**src/rtl/core/led_breathing_sequencer_macros.svh**
```systemverilog
// Assertion macros shared by the LED breathing sequencer RTL.
`ifndef LED_BREATHING_SEQUENCER_MACROS_SVH
`define LED_BREATHING_SEQUENCER_MACROS_SVH

// Property checked on every clock edge outside reset.
`define LBS_ASSERT(label, prop, msg) \
  label: assert property (@(posedge clk) disable iff (rst) (prop)) else $error(msg);

// Implication checked on every clock edge outside reset.
`define LBS_ASSERT_IMPL(label, ante, cons, msg) \
  label: assert property (@(posedge clk) disable iff (rst) (ante) |-> (cons)) else $error(msg);

`endif

```
**src/rtl/core/lbs_pkg.sv**
```systemverilog
// Types and constants for the LED breathing sequencer.
package lbs_pkg;

  localparam int TICK_W  = 20;
  localparam int LEVEL_W = 10;
  localparam int LED_W   = 4;
  localparam int IDX_W   = 3;
  localparam int LEN_W   = 4;
  localparam int SEQ_W   = 32;
  localparam int CFG_W   = 32;
  localparam int CFG_IDX_W = 2;

  // Configuration register indexes
  localparam logic [CFG_IDX_W-1:0] REG_TICKS_PER_STEP  = 2'd0;
  localparam logic [CFG_IDX_W-1:0] REG_PWM_MAX         = 2'd1;
  localparam logic [CFG_IDX_W-1:0] REG_LED_SEQUENCE    = 2'd2;
  localparam logic [CFG_IDX_W-1:0] REG_SEQUENCE_LENGTH = 2'd3;

  // Reset values of the configuration registers
  localparam logic [TICK_W-1:0]  TICKS_PER_STEP_RST  = 20'd1960;
  localparam logic [LEVEL_W-1:0] PWM_MAX_RST         = 10'd255;
  localparam logic [SEQ_W-1:0]   LED_SEQUENCE_RST    = 32'd0;
  localparam logic [LEN_W-1:0]   SEQUENCE_LENGTH_RST = 4'd1;

  // Ramp settings handed to the ramp unit
  typedef struct packed {
    logic [TICK_W-1:0]  ticks_per_step;
    logic [LEVEL_W-1:0] pwm_max;
    logic [LEN_W-1:0]   sequence_length;
  } ramp_cfg_t;

  // Ramp state as it stands after the current tick
  typedef struct packed {
    logic [LEVEL_W-1:0] level;
    logic [IDX_W-1:0]   table_index;
  } ramp_view_t;

  // Result item, first field in the highest bits
  typedef struct packed {
    logic [LEVEL_W-1:0] level;
    logic [LED_W-1:0]   active_led;
    logic [LEVEL_W-1:0] led_level;
  } result_t;

endpackage

```
**src/rtl/core/led_breathing_sequencer.sv**
```systemverilog
// Top level of the LED breathing sequencer.
//
// Usage: each transaction on the s_ channel is one timebase tick carrying the
// number of an LED to report. The block counts ticks; every ticks_per_step
// ticks the brightness ramp takes one step up to pwm_max and back down, and
// at the floor moves to the next LED of the packed led_sequence table.
// Every tick yields one transaction on the m_ channel: the queried LED's
// level (zero unless it is the active LED), the active LED and the level,
// all as they stand after that tick.
// The result is registered in the output buffer; one tick is taken per cycle
// while s_tready is high, set by the single register stage holding ramp state and result.
// A two-entry output buffer (result register plus skid register) lets one
// more tick enter while a result waits; s_tready falls only when both hold.
// Reset (rst, synchronous) clears the ramp and prescaler, loads the register
// defaults and empties the output buffer. Configuration is written through
// cfg_we/cfg_index/cfg_data; the user must do so only while no tick is in flight, the block does not enforce it.
`include "led_breathing_sequencer_macros.svh"

module led_breathing_sequencer
  import lbs_pkg::*;
#(
  parameter int SEQ_DEPTH = 8
) (
  input  logic                 clk,
  input  logic                 rst,
  // Configuration write port
  input  logic                 cfg_we,
  input  logic [CFG_IDX_W-1:0] cfg_index,
  input  logic [CFG_W-1:0]     cfg_data,
  // Tick input
  input  logic                 s_tvalid,
  output logic                 s_tready,
  input  logic [7:0]           s_tdata,   // [3:0] query_led, [7:4] zero
  // Result output
  output logic                 m_tvalid,
  input  logic                 m_tready,
  output logic [23:0]          m_tdata    // [9:0] led_level, [13:10] active_led, [23:14] level
);

  ramp_cfg_t           cfg;
  logic [SEQ_W-1:0]    led_sequence;
  ramp_view_t          view_next;
  result_t             result;
  result_t             out_data;
  result_t             skid_data;
  logic                out_valid;
  logic                skid_valid;
  logic                accept;
  logic                take;
  logic [LED_W-1:0]    active;
  logic [LED_W-1:0]    query_led;

  assign query_led  = s_tdata[LED_W-1:0];
  assign s_tready   = !skid_valid;
  assign accept     = s_tvalid && s_tready;
  assign take       = out_valid && m_tready;

  // Configuration registers
  always_ff @(posedge clk) begin
    if (rst) begin
      cfg.ticks_per_step  <= TICKS_PER_STEP_RST;
      cfg.pwm_max         <= PWM_MAX_RST;
      led_sequence        <= LED_SEQUENCE_RST;
      cfg.sequence_length <= SEQUENCE_LENGTH_RST;
    end else if (cfg_we) begin
      case (cfg_index)
        REG_TICKS_PER_STEP:  cfg.ticks_per_step  <= cfg_data[TICK_W-1:0];
        REG_PWM_MAX:         cfg.pwm_max         <= cfg_data[LEVEL_W-1:0];
        REG_LED_SEQUENCE:    led_sequence        <= cfg_data[SEQ_W-1:0];
        REG_SEQUENCE_LENGTH: cfg.sequence_length <= cfg_data[LEN_W-1:0];
        default: ;
      endcase
    end
  end

  lbs_ramp #(
    .SEQ_DEPTH(SEQ_DEPTH)
  ) u_ramp (
    .clk       (clk),
    .rst       (rst),
    .tick      (accept),
    .cfg       (cfg),
    .view_next (view_next)
  );

  // Result of this tick from the updated ramp state
  assign active            = led_sequence[view_next.table_index * LED_W +: LED_W];
  assign result.level      = view_next.level;
  assign result.active_led = active;
  assign result.led_level  = (active == query_led) ? view_next.level : '0;

  // Output register with skid stage
  always_ff @(posedge clk) begin
    if (rst) begin
      out_valid  <= 1'b0;
      skid_valid <= 1'b0;
    end else if (take) begin
      if (skid_valid) begin
        out_valid  <= 1'b1;
        skid_valid <= 1'b0;
      end else begin
        out_valid <= accept;
      end
    end else if (accept) begin
      if (out_valid) begin
        skid_valid <= 1'b1;
      end else begin
        out_valid <= 1'b1;
      end
    end
  end

  always_ff @(posedge clk) begin
    if (take) begin
      if (skid_valid) begin
        out_data <= skid_data;
      end else if (accept) begin
        out_data <= result;
      end
    end else if (accept) begin
      if (out_valid) begin
        skid_data <= result;
      end else begin
        out_data <= result;
      end
    end
  end

  assign m_tvalid = out_valid;
  assign m_tdata  = out_data;

  // Checks
  `LBS_ASSERT_IMPL(a_skid_behind_out, skid_valid, m_tvalid, "skid entry without a result ahead of it")
  `LBS_ASSERT_IMPL(a_skid_on_stall, $rose(skid_valid), $past(m_tvalid && !m_tready), "skid loaded without a stall")
  `LBS_ASSERT_IMPL(a_led_level_match, m_tvalid && m_tdata[9:0] != '0, m_tdata[9:0] == m_tdata[23:14], "reported LED level differs from ramp level")

endmodule

```
**src/rtl/core/lbs_ramp.sv**
```systemverilog
// Prescaler and brightness ramp with LED table index.
`include "led_breathing_sequencer_macros.svh"

module lbs_ramp
  import lbs_pkg::*;
#(
  parameter int SEQ_DEPTH = 8
) (
  input  logic       clk,
  input  logic       rst,
  input  logic       tick,
  input  ramp_cfg_t  cfg,
  output ramp_view_t view_next
);

  logic [TICK_W-1:0]  tick_count;
  logic [TICK_W-1:0]  tick_count_next;
  logic [LEVEL_W-1:0] brightness;
  logic [LEVEL_W-1:0] brightness_next;
  logic               rising;
  logic               rising_next;
  logic [IDX_W-1:0]   table_index;
  logic [IDX_W-1:0]   table_index_next;

  logic [TICK_W:0]    count_inc;
  logic [LEN_W-1:0]   index_inc;
  logic               step;
  logic               turned;

  // Prescaler: a zero period behaves like one
  assign count_inc = {1'b0, tick_count} + {{TICK_W{1'b0}}, 1'b1};
  assign step      = count_inc >= {1'b0, cfg.ticks_per_step};
  assign index_inc = {1'b0, table_index} + {{(LEN_W-1){1'b0}}, 1'b1};

  // One ramp step: climb, turn at the peak, fall, advance at zero
  always_comb begin
    tick_count_next  = tick_count;
    brightness_next  = brightness;
    rising_next      = rising;
    table_index_next = table_index;
    turned           = 1'b0;
    if (tick) begin
      if (step) begin
        tick_count_next = '0;
        if (rising) begin
          if (brightness >= cfg.pwm_max) begin
            turned = 1'b1;
          end else begin
            brightness_next = brightness + {{(LEVEL_W-1){1'b0}}, 1'b1};
          end
        end
        if (!rising || turned) begin
          if (brightness == '0) begin
            rising_next = 1'b1;
            if (index_inc >= cfg.sequence_length || index_inc >= LEN_W'(SEQ_DEPTH)) begin
              table_index_next = '0;
            end else begin
              table_index_next = index_inc[IDX_W-1:0];
            end
          end else begin
            rising_next     = 1'b0;
            brightness_next = brightness - {{(LEVEL_W-1){1'b0}}, 1'b1};
          end
        end
      end else begin
        tick_count_next = count_inc[TICK_W-1:0];
      end
    end
  end

  always_ff @(posedge clk) begin
    if (rst) begin
      tick_count  <= '0;
      brightness  <= '0;
      rising      <= 1'b1;
      table_index <= '0;
    end else begin
      tick_count  <= tick_count_next;
      brightness  <= brightness_next;
      rising      <= rising_next;
      table_index <= table_index_next;
    end
  end

  assign view_next.level       = brightness_next;
  assign view_next.table_index = table_index_next;

  // Checks
  `LBS_ASSERT(a_idle_holds, !tick |=> $stable(tick_count) && $stable(brightness) && $stable(rising) && $stable(table_index), "ramp state moved without a tick")
  `LBS_ASSERT_IMPL(a_level_on_step, brightness != $past(brightness), tick_count == '0, "level changed off a step")
  `LBS_ASSERT_IMPL(a_index_at_floor, table_index != $past(table_index), rising && brightness == '0, "index advanced away from the floor")

endmodule

```
**config.mk**
```make
export PLATFORM = sky130hd
export DESIGN_NAME = led_breathing_sequencer
export DESIGN_NICKNAME = d
export VERILOG_FILES = /design/src/rtl/core/lbs_pkg.sv /design/src/rtl/core/led_breathing_sequencer.sv /design/src/rtl/core/lbs_ramp.sv
export VERILOG_INCLUDE_DIRS = /design/src /design/src/rtl/core
export SDC_FILE = /design/constraint.sdc
export NUM_CORES = 1
export LEC_CHECK = 0
export ABC_CLOCK_PERIOD_IN_PS = 12300
export BUFFER_PORTS_ARGS = -buffer_cell sky130_fd_sc_hd__buf_2
export CAP_MARGIN = 20
export CORE_MARGIN = 1.5
export CORE_UTILIZATION = 34
export DETAILED_ROUTE_END_ITERATION = 10
export PLACE_DENSITY_LB_ADDON = 0.05
export SLEW_MARGIN = 20
export SYNTH_ARGS = -nofsm -noshare
export SYNTH_HDL_FRONTEND = slang
export SYNTH_HIERARCHICAL = 1
export SYNTH_SLANG_ARGS = --single-unit
```
**constraint.sdc**
```tcl
create_clock -name clk -period 12.3 [get_ports clk]
set_input_delay 0.615 -clock clk [delete_from_list [all_inputs] [get_ports clk]]
set_output_delay 0.615 -clock clk [all_outputs]
set_load 0.03 [all_outputs]
```
== Word-level counts from Yosys, hierarchy flattened ==
Cells that the tools add are included.

* Add/subtract/negate cells: 4
* $lt $le $gt $ge: 4
* Equal/unequal tests: 5
* Shift-type cells: 1
* Multiplexer cells: 26
* Bitwise operators: 1
* Reduce and logical (&&, ||, !) cells: 19

{| class="wikitable"
|+ Operators with widths
! kind !! number
|-
| $mux W24 || 5
|-
| $mux W10 || 7
|-
| $shiftx A32 B6 Y4 || 1
|-
| $add A20 B1 Y21 const B || 1
|-
| $ge A21 B20 Y1 || 1
|-
| $mux W20 || 1
|-
| $mux W3 || 5
|-
| $add A10 B1 Y10 const B || 1
|-
| $ge A10 B10 Y1 || 1
|-
| $logic_not A10 Y1 || 1
|-
| $reduce_and A2 Y1 || 5
|-
| $sub A10 B1 Y10 const B || 1
|-
| $reduce_and A3 Y1 || 3
|-
| $mux W1 || 8
|-
| $add A3 B1 Y4 const B || 1
|-
| $eq A2 B2 Y1 const B || 2
|-
| $eq A4 B4 Y1 || 1
|-
| $ge A4 B4 Y1 || 1
|-
| $ge A4 B4 Y1 const B || 1
|-
| $reduce_bool A2 Y1 || 2
|-
| $eq A2 B1 Y1 const B || 1
|-
| $logic_and A1 B1 Y1 || 2
|-
| $logic_not A1 Y1 || 2
|-
| $logic_not A2 Y1 || 1
|-
| other kinds (4) || 5
|}

* Register bits: 150
* Bits of input ports: 47
* Output and inout port bits: 26
* Logic and storage cells: 76

== Depth between registers and ports, before layout ==
Gate-level depths: netlist of run 1.

* Depth in word-level cells: 15
* Gate-level depth with buffers: 24
* Mapped depth without buffers: 19

== Modules after synthesis ==
The synthesis of run 1 kept the hierarchy.

{| class="wikitable"
|+ Modules (own cells, without submodules)
! module !! times used !! cells each !! area each (um^2) !! seq. area each (um^2)
|-
| led_breathing_sequencer || 1 || 464 || 4628.2 || 2802.7
|-
| lbs_ramp || 1 || 396 || 3164.3 || 680.7
|}

== Worst setup path after synthesis of run 1 ==
Ideal clock, no wire load.

* Path type: reg2reg
* From: register u_ramp.tick_count[0]
* To: register skid_data[0] (netlist bit) (data pin)
* Library setup time: 269 ps
* Arrival: 4897 ps
* Required time: 12031 ps
* Slack: 7134 ps
* Cell stages (with the launch flop): 22
* Buffers on the path: 5
* Period minus slack after synthesis: 5166 ps
* Cell sequence: dfxtp_1 > ha_1 > and3_1 > buf_2 > and4_1 > buf_2 > and3_1 > xor2_1 > ha_1 > nand4_1 > or4_1 > o211a_1 > buf_6 > nor4_4 > nand3b_1 > nand2_1 > buf_4 > mux4_2 > mux2i_2 > xnor2_1 > clkbuf_1 > nor3b_1

{| class="wikitable"
|+ RTL lines
! item !! line !! text
|-
| start: declaration || lbs_ramp.sv:16 || <nowiki>logic [TICK_W-1:0] tick_count;</nowiki>
|-
| start signal: assignment || lbs_ramp.sv:78 || <nowiki>tick_count <= tick_count_next;</nowiki>
|-
| end signal: assignment || led_breathing_sequencer.sv:122 || <nowiki>skid_data <= result;</nowiki>
|-
| end: declaration || led_breathing_sequencer.sv:45 || <nowiki>result_t skid_data;</nowiki>
|}

==> results of run 1 <==
-- power groups by stage --
| stage | Sequential, mW | Clock, mW | Combinational [mW] |
|---|---|---|---|
| 5_1_grt | 0.535 | 0.577 | 0.0960 |
| 2_1_floorplan | 0.554 | 0 | 0.0462 |
| 3_5_place_dp | 0.544 | 0 | 0.0876 |
| 3_3_place_gp | 0.543 | 0 | 0.0858 |
| 6_report | 0.533 | 0.537 | 0.0864 |
| 4_1_cts | 0.533 | 0.553 | 0.0878 |
-- metrics by stage --
stage | hold WS (ns) | cell area (sq um) | cells
final | 0.4226 | 8952 | 1202
after global routing | 0.4106 | 8952 | 1202
after CTS | 0.4073 | 8945 | 1202
after detailed placement | 0.4484 | 8333 | 1170
after global placement | 0.4418 | 8328 | 1170
after floorplan | 0.4331 | 7792 | 860
-- cells by family after synthesis --
family,synth area share
and+or+nand+nor,0.2360
AOI/OAI and AO/OA,0.1365
DFF,0.4470
buffers and inverters,0.04801
adders and majority gates,0.06102
xor gates and xnor gates,0.03035
muxes,0.04111
-- cell usage in the layout, fill, tap and decap left out, types with 3 or more instances in the layout --
master / n
inv_1: 44
nor2_1: 27
a211o_1: 3
o21ai_2: 3
o31ai_2: 10
dfxtp_1: 102
or2_2: 4
edfxtp_1: 48
buf_2: 67
nand2b_1: 24
a211oi_1: 6
nand3b_1: 17
nand3_1: 28
xor2_1: 13
nor3b_1: 10
o2bb2ai_1: 10
nor2b_1: 12
mux4_2: 4
nor3_1: 9
nand4_1: 10
o21ai_0: 12
and3_1: 16
and4_1: 4
or3_1: 3
inv_6: 3
o31ai_1: 10
or4_1: 3
buf_4: 4
a21o_1: 5
mux2i_1: 12
mux2_2: 5
xnor2_1: 13
clkinv_4: 3
clkbuf_16: 19
nand2_1: 192
a21oi_1: 76
ha_1: 38
-- final timing paths --
| check | endpoint | slack (ns) | cells after the start |
|---|---|---|---|
| max | skid_data[5]$_DFFE_PP_ | 5.53 | 18 |
| min | cfg[24]$_SDFFE_PP1P_ | 0.42 | 3 |
| min reg2reg | cfg[31]$_SDFFE_PP0P_ | 0.45 | 2 |
| max reg2reg | skid_data[5]$_DFFE_PP_ | 5.53 | 18 |
-- layout make-up --
class                   instances  area, sq um  share of cell area
flip-flops and latches        150         3483              0.3891
clock inverters                11        108.9             0.01216
inverters                      45        168.9             0.01887
clock buffers                  21        503.0             0.05618
repair buffers                 71        365.4             0.04081
well taps                     285        356.6             0.03983
multi-input cells             619         3966              0.4430
-- registers in the layout (all words and copies together), names as in the netlist --
name,count
led_sequence,32
u_ramp/brightness,10
skid_data,24
m_tdata,24
m_tvalid,1
u_ramp/table_index,3
u_ramp/tick_count,20
skid_valid,1
u_ramp/rising,1
cfg,34
-- layer usage --
| layer | up-vias | GRT usage |
|---|---|---|
| met5 | - | 0 |
| met4 | 0 | 0.06273 |
| met3 | 20 | 0.03390 |
| met2 | 85 | 0.2844 |
| met1 | 2845 | 0.2040 |
| li1 | 3087 | - |
-- worst min-delay path, delay by kind of cell --
family / cells / cell delay (ns)
buffers and inverters: 1 / 0.09
AND/OR/NAND/NOR: 2 / 0.12
==> summary.md, run 1 <==
| Metric | Value |
|---|---|
| Register area share after synthesis | 0.4470 |
| Slew @ Worst Pin | 1.021 ns |
| Critical path data arrival time | slightly below 7 ns |
| P per Cell Area | approximately 130 nW/um^2 |
| Largest cells by area after synthesis | dfxtp_1 26%, edfxtp_1 18%, nand2_1 9.2%, ha_1 6.1%, a21oi_1 4.9% |
| WL met1 | slightly below 9 mm |
| Post-CTS Setup Inserts | 0 |
| Most frequent cells after synthesis | 192 x nand2_1, 102 x dfxtp_1, 77 x a21oi_1, 48 x edfxtp_1, 44 x inv_1 |
| Final Setup Violations | 0 |
| Cell taking the most area after synthesis | dfxtp_1 |
| NetSw | 285.9 uW |
| Asr flop ratio synth | 0 |
| Max VDD drop | about 80 uV |
| Top cell type's share of synthesized area | 0.2620 |
| Leak | ~3.7 nW |
| Hold Violations, Final | 0 |
| Congestion Overflow GR | 0 |
| Mapped Cells | 860 |
| FF+latch count, synth | 150 |
| WL met2 | around 9 mm |
| Worst path cell trace | ha_1 -> and3_1 -> and4_1 -> nand3_1 -> or2_2 -> nand2_1 -> ha_1 -> nand4_1 -> or4_1 -> o211a_1 -> nor4_4 -> nand3b_1 -> nand2_1 -> mux4_2 -> mux2i_2 -> xnor2_1 -> a221o_1 -> nor3b_1 |
| Post-synth net total | approximately 950 |
| DP Worst Slack | 5.487 ns |
| DRT antenna net count | 0 |
| Gates resized, CTS repair | 0 |
| Final WL | 18.64 mm |
| Critical Path Source | u_ramp/tick_count[0]$_SDFFE_PP0P_ |
| Die Span X | 154.4 um |
| Hold path startpoint | cfg_data[10] |
| CTS Hold Bufs | 0 |
| Vias/cell | roughly 5 |
| Final period util | 0.5501 |
| Internal Pwr Total | between 800 and 900 uW |
| Die area | between 20000 and 25000 sq um |
| Largest net degree at the start of global routing | 90 |
| WL/cell | 15.50 um |
| Cell Area, Synth | approximately 8000 sq um |
| Root buf cell | clkbuf_16 |
| Overall power | approximately 1.2 mW |
| Switch share | 0.2473 |
| CP endpoint kind | register |
| Critical Path Slowest Stage Cell | a221o_1 |
| Worst relative slew slack | 0.3189 |
| Status | completed |
| Final GP Congestion | a little over 0.8 |
| Io pins | 73 |
| TritonCTS clock tree | yes |
| First-pass GRT wire length | roughly 31 mm |
| Slowest stage delay, CP | roughly 0.8 ns |
| Area Overhead vs Synth | 14.88% |
| Starting Density | 0.3452 |
| Sink Count | 150 |
| Clock slew at reported path FFs | approximately 0.070 ns |
| Post-synth EDFFs | 48 |
| Core area | 22570 sq um |
| Via count | 6037 |
| Highest Signal Layer | met4 |
| Total track usage | 0.1653 |
| Yosys warnings | 6 |
| Worst setup margin | approximately 5.5 ns |
| Ant. Diodes | 0 |
| Layout cells sized above 1 | 0.1647 |
| Synth Flop Type | dfxtp_1 |
| Setup CP Type | register to register |
| Minimum clock period | 6.766 ns |
| Drt first pass iters | 4 |
| Nets | roughly 1000 |
| Row count | 55 |
| Delay-heaviest family, CP | simple AND/OR/NAND/NOR gates |
| IO Port Bufs | 68 |
| Vias in the first global route | approximately 6000 |
| Placed wire-length estimate | 13.41 mm |
| Setup TNS | 0 ns |
| Initial antenna violation count | 0 |
| Fmax | approximately 0.15 GHz |
| Layout fillers | between 2000 and 2500 |
| CP required | 12.43 ns |
| DRC viols | 0 |
| Worst hold path class | input pin to register |
| Max-cap check violation count | 0 |
| CTS Buf Count | 17 |
| Top-count cell post-synth | nand2_1 |
| Fin util | 0.3966 |
| Clk pwr share | 0.464 |
| Final Slew Violations | 0 |
| Skew final | approximately 0.014 ns |
| Count of different cell masters after synthesis | a little under 70 |
| Worst-path maximum fanout | 20 |
| R2R Path Start | u_ramp/tick_count[0]$_SDFFE_PP0P_ |
| CTS Buffer Depth | 2 |
| Chip height | ~150 um |
| Reg power frac | 0.461 |
| RSZ-0062 raised after global routing | false |
| CP Launch Type | register |
| Later-pin clock latency in the skew report | around 0.43 ns |
| Syn_area_per_cell | between 9 and 10 sq um |
| DR iter-0 viols | 213 |
| H-tree levels | 4 |
| DR WL met3 | between 600 and 700 um |
| Buf/Inv on CP | 0 |
| Logic pwr share | 0.075 |
No activity file was read; power rests on OpenSTA's default activity.
==> run 2, diff against run 1 <==
--- a/config.mk
+++ b/config.mk
@@ -6,7 +6,8 @@
 export SDC_FILE = /design/constraint.sdc
 export NUM_CORES = 1
 export LEC_CHECK = 0
-export ABC_CLOCK_PERIOD_IN_PS = 12300
+export ABC_AREA = 1
+export ABC_CLOCK_PERIOD_IN_PS = 5990
 export BUFFER_PORTS_ARGS = -buffer_cell sky130_fd_sc_hd__buf_2
 export CAP_MARGIN = 20
 export CORE_MARGIN = 1.5
==> constraint.sdc (replaced) <==
create_clock -name clk -period 5.99 [get_ports clk]
set_input_delay 0.2995 -clock clk [delete_from_list [all_inputs] [get_ports clk]]
set_output_delay 0.2995 -clock clk [all_outputs]
set_load 0.03 [all_outputs]
==> summary.md, run 2 <==
| Metric | Value |
|---|---|
| Status | completed |
| Post-CTS Setup Inserts | 0 (unchanged) |
| Placed wire-length estimate | 13.42 mm (+0.11%) |
| Setup TNS | 0 ns (unchanged) |
| Leak | 4.049 nW (+9.6%) |
| Ant. Diodes | 0 (unchanged) |
| DRT antenna net count | 0 (unchanged) |
| Die area | 24000 sq um (+0.71%) |
| DRC viols | 0 (unchanged) |
| Initial antenna violation count | 0 (unchanged) |
| Post-synth net total | 1120 (+19%) |
| H-tree levels | 4 (unchanged) |
| Cell Area, Synth | 7849 sq um (+0.72%) |
| R2R Path Start | u_ramp/tick_count[0]$_SDFFE_PP0P_ |
| Number of flip-flops in the largest register | 34 (unchanged) |
| Vias in the first global route | 6091 (+1.2%) |
| Top Registers | cfg (34), led_sequence (32) |
| Count of different cell masters after synthesis | 33 (-52%) |
| Hold path startpoint | cfg_data[10] |
| First-pass GRT wire length | 31.62 mm (+1.7%) |
| Register area share after synthesis | 0.4438 (-0.003207) |
| Cell taking the most area after synthesis | dfxtp_1 |
| Critical path data arrival time | 5.04 ns (-1.86 ns) |
| CTS Buf Count | 17 (unchanged) |
| CP endpoint kind | register |
| Nets | 1174 (+19%) |
| CTS Buffer Depth | 2 (unchanged) |
| Top cell type's share of synthesized area | 0.2602 (-0.001880) |
| CP required | 6.25 ns (-6.18 ns) |
| Congestion Overflow GR | 0 (unchanged) |
| FF+latch count, synth | 150 (unchanged) |
| Most used cell, CP | nand2_1 |
| WL/cell | 13.73 um (-11%) |
| Critical path depth | 27 (+9) |
| Largest reg by FF count | cfg |
| Crit Reg-Reg Endpoint | m_tdata[6]$_DFFE_PP_ |
| Commonest non-fill, non-tap cell in the layout | nand2_1 |
| Fmax | 0.2090 GHz (+41%) |
| Area Overhead vs Synth | 14.22% |
| IO Port Bufs | 68 (unchanged) |
| Reg2reg setup slack | 1.21 ns (-4.33 ns) |
| Die Span X | 154.9 um (+0.35%) |
| Root buf cell | clkbuf_16 |
| Syn_area_per_cell | 7.583 sq um (-16%) |
| Most frequent cells in the layout | 254 x nand2_1, 146 x inv_1, 102 x dfxtp_1, 88 x nor2_1 |
| Via count | 6474 (+7.2%) |
| Hold Violations, Final | 0 (unchanged) |
| Worst-path maximum fanout | 19 (-5.0%) |
| Delay-heaviest family, CP | simple AND/OR/NAND/NOR gates |
| Final Slew Violations | 0 (unchanged) |
| Slowest stage delay, CP | 0.41 ns (-0.40 ns) |
| Mapped Cells | 1035 (+20%) |
| Io pins | 73 (unchanged) |
| Buf/Inv on CP | 3 (+3) |
| TritonCTS clock tree | yes |
| Row count | 55 (unchanged) |
| Fin util | 0.3960 (-0.0006530) |
| Min-Delay Endpoint | cfg[24]$_SDFFE_PP1P_ |
| Clock slew at reported path FFs | 0.06 ns (about the same) |
| Yosys warnings | 6 (unchanged) |
| Sink Count | 150 (unchanged) |
| Asr flop ratio synth | 0 (unchanged) |
| Synth Flop Type | dfxtp_1 |
| Largest net degree at the start of global routing | 67 (-26%) |
| Minimum clock period | 4.784 ns (-1.982 ns) |
| Vias/cell | 4.668 (-7.1%) |
| P per Cell Area | 258.7 nW/um^2 (+100%) |
| Top-count cell post-synth | nand2_1 |
| Post-synth EDFFs | 48 (unchanged) |
| Hold Crit Depth | 3 (unchanged) |
| Chip height | 154.9 um (+0.35%) |
| Core area | 22640 sq um (+0.31%) |
| Final GP Congestion | 0.8068 (-1.9%) |
| Later-pin clock latency in the skew report | 0.42 ns (about the same) |
| Most frequent cells after synthesis | 254 x nand2_1, 146 x inv_1, 102 x dfxtp_1, 89 x nor2_1, 68 x nand3_1 |
| Final period util | 0.7986 (+0.2485) |
| Largest cells by area after synthesis | dfxtp_1 26%, edfxtp_1 18%, nand2_1 12%, inv_1 7.0%, ha_1 6.1% |
| Total track usage | 0.1666 (+0.001258) |
| Drt first pass iters | 5 (+1) |
| RSZ-0062 raised after global routing | false |
| Setup CP Type | register to register |
| Layout cells sized above 1 | 0.1407 (-0.02401) |
| Worst hold path class | input pin to register |
| Max-cap check violation count | 0 (unchanged) |
| Final Setup Violations | 0 (unchanged) |
| Gates resized, CTS repair | 0 (unchanged) |
| Worst r2r path cells | 27 (+9) |
| Slew @ Worst Pin | 0.7487 ns (-0.2726 ns) |
| Worst relative slew slack | 0.5003 (+0.1814) |
| CTS Hold Bufs | 0 (unchanged) |
| Final WL | 19.04 mm (+2.2%) |
| Starting Density | 0.3467 (+0.001438) |
| CP Launch Type | register |
| DR iter-0 viols | 363 (+70%) |
| Critical Path Slowest Stage Cell | dfxtp_1 |
| Skew final | 0.01191 ns (-0.002429 ns) |
| Max VDD drop | 184.2 uV (+130%) |
-- run 2: cell count changes after synthesis, moves of 15 or more --
cell / change
nand2b_1: -21
nand4_1: +16
a21oi_1: -17
and3_1: -17
nor2_2: +15
nor2_1: +61
inv_1: +102
nand2_1: +62
nand3_1: +40
o21ai_0: +55
-- run 2: report_power, final --
group	total [mW]	internal (mW)	leakage [nW]	switching, mW
logic	0.188	0.0567	2.50	0.131
registers	1.10	1.09	1.30	0.0136
clock network	1.03	0.575	0.255	0.456
-- run 2: how the worst max path moves through the flow --
stage	from	to	slack, ns
after detailed placement	u_ramp/tick_count[0]$_SDFFE_PP0P_	m_tdata[6]$_DFFE_PP_	1.12
after global routing	u_ramp/tick_count[0]$_SDFFE_PP0P_	m_tdata[6]$_DFFE_PP_	0.60
after CTS	u_ramp/tick_count[0]$_SDFFE_PP0P_	m_tdata[6]$_DFFE_PP_	1.11
final	u_ramp/tick_count[0]$_SDFFE_PP0P_	m_tdata[6]$_DFFE_PP_	1.21
after floorplan	u_ramp/tick_count[0]$_SDFFE_PP0P_	skid_data[0]$_DFFE_PP_	2.23
after global placement	u_ramp/tick_count[0]$_SDFFE_PP0P_	m_tdata[6]$_DFFE_PP_	1.14
-- run 2: kinds of logic after synthesis --
family                     share of synthesized area
buffers and inverters                         0.1003
xor gates and xnor gates                     0.02232
DFF                                           0.4438
and+or+nand+nor                               0.2756
AOI/OAI and AO/OA                            0.09740
adders and majority gates                    0.06058
-- run 2: metrics by stage --
step	hold WS, ns	instance area [sq um]	power (mW)	instances	worst slack [ns]
detailed placement	0.4450	8406	1.314	1355	1.125
global placement	0.4402	8406	1.313	1355	1.140
CTS	0.1024	8960	2.361	1387	1.107
finish	0.1108	8965	2.319	1387	1.206
global route	0.1062	8965	2.426	1387	0.5971
floorplan	0.4258	7849	1.250	1035	2.234
-- run 2: layer usage --
metal / part of all wire / vias up / global-route usage
met1: 0.49 / 2935 / 0.2278
met3: 0.038 / 9 / 0.02786
met5: 0 / - / 0
met2: 0.47 / 97 / 0.2699
met4: 0.010 / 0 / 0.04945
li1: - / 3433 / -
-- run 2: worst register-to-register path: cells and delay by family (launching register included) --
kind,cells,cell delay [ns]
AND/OR/NAND/NOR,19,2.57
buffers and inverters,3,0.60
adder cells (fa/ha/maj),2,0.51
flip-flops,1,0.41
AO/OA/AOI/OAI,2,0.39
XOR/XNOR,1,0.15
-- run 2: final cells by class --
type	instances	area [sq um]
flip-flops and latches	150	3483
multi-input cells	694	3600
repair buffers	78	415.4
clock buffers	18	429.2
well taps	285	356.6
clock inverters	14	125.1
inverters	148	555.5
fillers	2367	13680
==> run 3, diff against run 2 <==
--- a/config.mk
+++ b/config.mk
@@ -7,7 +7,7 @@
 export NUM_CORES = 1
 export LEC_CHECK = 0
 export ABC_AREA = 1
-export ABC_CLOCK_PERIOD_IN_PS = 5990
+export ABC_CLOCK_PERIOD_IN_PS = 4100
 export BUFFER_PORTS_ARGS = -buffer_cell sky130_fd_sc_hd__buf_2
 export CAP_MARGIN = 20
 export CORE_MARGIN = 1.5
==> constraint.sdc (replaced) <==
create_clock -name clk -period 4.1 [get_ports clk]
set_input_delay 0.205 -clock clk [delete_from_list [all_inputs] [get_ports clk]]
set_output_delay 0.205 -clock clk [all_outputs]
set_load 0.03 [all_outputs]
==> summary.md, run 3 (synthesis results as in run 2) <==
| Metric | Value |
|---|---|
| Status | completed |
| CTS Buf Count | 17 (unchanged) |
| Met3 Use GR | 0.03231 (+0.004457) |
| Top Registers | cfg (34), led_sequence (32) |
| CTS Buffer Depth | 2 (unchanged) |
| DRC viols | 0 (unchanged) |
| GR Util met1 | 0.2232 (-0.004609) |
| Vias/cell | 4.627 (-0.87%) |
| Later-pin clock latency in the skew report | 0.43 ns (about the same) |
| Max-cap check violation count | 0 (unchanged) |
| P per Cell Area | 350.6 nW/um^2 (+36%) |
| Row count | 55 (unchanged) |
| Skew final | 0.01108 ns (-0.0008306 ns) |
| Clock slew at reported path FFs | 0.06 ns (about the same) |
| Hold path startpoint | cfg_data[10] |
| DR iter-0 viols | 325 (-10%) |
| Minimum clock period | 3.929 ns (-0.8549 ns) |
| Critical Path Source | u_ramp/tick_count[1]$_SDFFE_PP0P_ |
| Number of flip-flops in the largest register | 34 (unchanged) |
| Setup CP Type | register to register |
| Placed Cells | 1406 (+3.8%) |
| Initial antenna violation count | 1 (+1) |
| Min-Delay Endpoint | cfg[24]$_SDFFE_PP1P_ |
| Area Overhead vs Synth | 25.28% |
| Worst hold path class | input pin to register |
| Congestion Overflow GR | 0 (unchanged) |
| Nets | 1240 (+5.6%) |
| Layout cells sized above 1 | 0.2295 (+0.08880) |
| M2 GR Usage | 0.2782 (+0.008328) |
| GRT busiest layer | met2 |
| Vias in the first global route | 6092 (+0.016%) |
| Hold Crit Depth | 3 (unchanged) |
| Via count | 6728 (+3.9%) |
| Placed wire-length estimate | 14.17 mm (+5.5%) |
| RSZ-0062 raised after global routing | true |
| Chip height | 154.9 um (unchanged) |
| CP endpoint kind | register |
| Crit Reg-Reg Endpoint | skid_data[4]$_DFFE_PP_ |
| Die Span X | 154.9 um (unchanged) |
| Commonest non-fill, non-tap cell in the layout | nand2_1 |
| CP Launch Type | register |
| Critical Path Slowest Stage Cell | dfxtp_4 |
| Hold Violations, Final | 0 (unchanged) |
| Sink Count | 150 (unchanged) |
| Overall power | 3.447 mW (+49%) |
| Most frequent cells in the layout | 246 x nand2_1, 141 x inv_1, 98 x dfxtp_1, 85 x nor2_1, 68 x buf_2 |
| Critical path data arrival time | 4.22 ns (-0.82 ns) |
| Final Slew Violations | 0 (unchanged) |
| Reg2reg setup slack | 0.17 ns (-1.04 ns) |
| Io pins | 73 (unchanged) |
| Fmax | 0.2545 GHz (+22%) |
| WL/cell | 13.91 um (+1.3%) |
| Worst relative slew slack | 0.5013 (+0.0009450) |
| Final WL | 20.22 mm (+6.2%) |
| DRT antenna net count | 0 (unchanged) |
| R2R Path Start | u_ramp/tick_count[1]$_SDFFE_PP0P_ |
| Final period util | 0.9583 (+0.1597) |
| Starting Density | 0.3467 (unchanged) |
| TritonCTS clock tree | yes |
| Total track usage | 0.1674 (+0.0008403) |
| Largest net degree at the start of global routing | 67 (unchanged) |
| IO Port Bufs | 68 (unchanged) |
| Leak | 4.483 nW (+11%) |
| First-pass GRT wire length | 31.44 mm (-0.57%) |
| Slew @ Worst Pin | 0.7473 ns (-0.001416 ns) |
| Largest reg by FF count | cfg |
| Root buf cell | clkbuf_16 |
| Worst r2r path cells | 26 (-3.7%) |
| Finished Layout Cells | 1454 (+4.8%) |
| CP required | 4.39 ns (-1.86 ns) |
| Core area | 22640 sq um (unchanged) |
| Hold slack | 0.01917 ns (-0.09166 ns) |
| Final Setup Violations | 0 (unchanged) |
| Worst-path maximum fanout | 7 (-12) |
| H-tree levels | 4 (unchanged) |
| Final GP Congestion | 0.7960 (-1.3%) |
| Die area | 24000 sq um (unchanged) |
| Max VDD drop | 262.6 uV (+43%) |
| Drt first pass iters | 6 (+1) |
| Slowest stage delay, CP | 0.36 ns (-0.05 ns) |
## run 3: changes by cell type in the layout (fill, tap and decap cells not counted), moves of 5 or more
cell	before	now
inv_1	146	141
buf_6	0	5
nand2_2	14	20
nor2_4	3	10
o21ai_0	67	58
o21ai_1	0	9
buf_4	10	64
nand3_2	1	11
nand3_1	68	57
nand2_1	254	246
## run 3: what timing repair did
item | 4_1_cts | 5_1_grt
pin swaps | 0 | 32
setup buffers | 0 | 11
hold buffers | 1 | 0
endpoints found under the hold margin | 1 | 0
gates resized for setup | 2 | 74
cloned | 0 | 3
endpoints found under the setup margin | 16 | 23
## run 3: worst max-delay path, delay by kind of cell, from the launching register on
family,cells,cell delay [ns]
AND/OR/NAND/NOR,16,1.97
buffers and inverters,5,0.57
adder cells (fa/ha/maj),2,0.41
flip-flops,1,0.36
AO/OA/AOI/OAI,2,0.33
XOR/XNOR,1,0.15
## run 3: final cells by class
cell class	count	area [sq um]
Fill cell	2318	12810
Multi-Input combinational cell	695	3857
Sequential cell	150	3493
Timing Repair Buffer	143	992.2
Inverter	148	560.5
Clock buffer	21	481.7
Tap cell	285	356.6
Clock inverter	11	88.84
Antenna cell	1	2.502
## run 3: layer usage
metal | part of all wire | wire (um)
met5 | 0 | 0
met4 | 0.0071 | 144
met3 | 0.034 | 686
met2 | 0.47 | 9565
met1 | 0.49 | 9823
## run 3: how the worst max path moves through the flow
| stage | cells after the start | endpoint |
|---|---|---|
| final | 26 | skid_data[4]$_DFFE_PP_ |
| after global routing | 28 | skid_data[4]$_DFFE_PP_ |
| after CTS | 29 | skid_data[8]$_DFFE_PP_ |
| after detailed placement | 29 | skid_data[8]$_DFFE_PP_ |
| after global placement | 28 | skid_data[5]$_DFFE_PP_ |
| after floorplan | 28 | skid_data[0]$_DFFE_PP_ |
## run 3: metrics by stage
step | utilization | instance area [sq um] | setup slack [ns] | setup TNS [ns]
2_1_floorplan | - | 7849 | 0.3439 | 0
3_3_place_gp | 0.3893 | 8813 | -0.04772 | -0.2351
3_5_place_dp | 0.3893 | 8813 | -0.08512 | -0.6355
4_1_cts | 0.4154 | 9404 | 0.004788 | 0
5_1_grt | 0.4342 | 9831 | -0.08631 | -1.002
6_report | 0.4343 | 9833 | 0.1710 | 0
## run 3: where the power goes
| group | total [mW] | internal, mW | switching, mW |
|---|---|---|---|
| sequential | 1.61 | 1.59 | 0.0201 |
| combinational | 0.315 | 0.108 | 0.208 |
| clock | 1.52 | 0.852 | 0.672 |
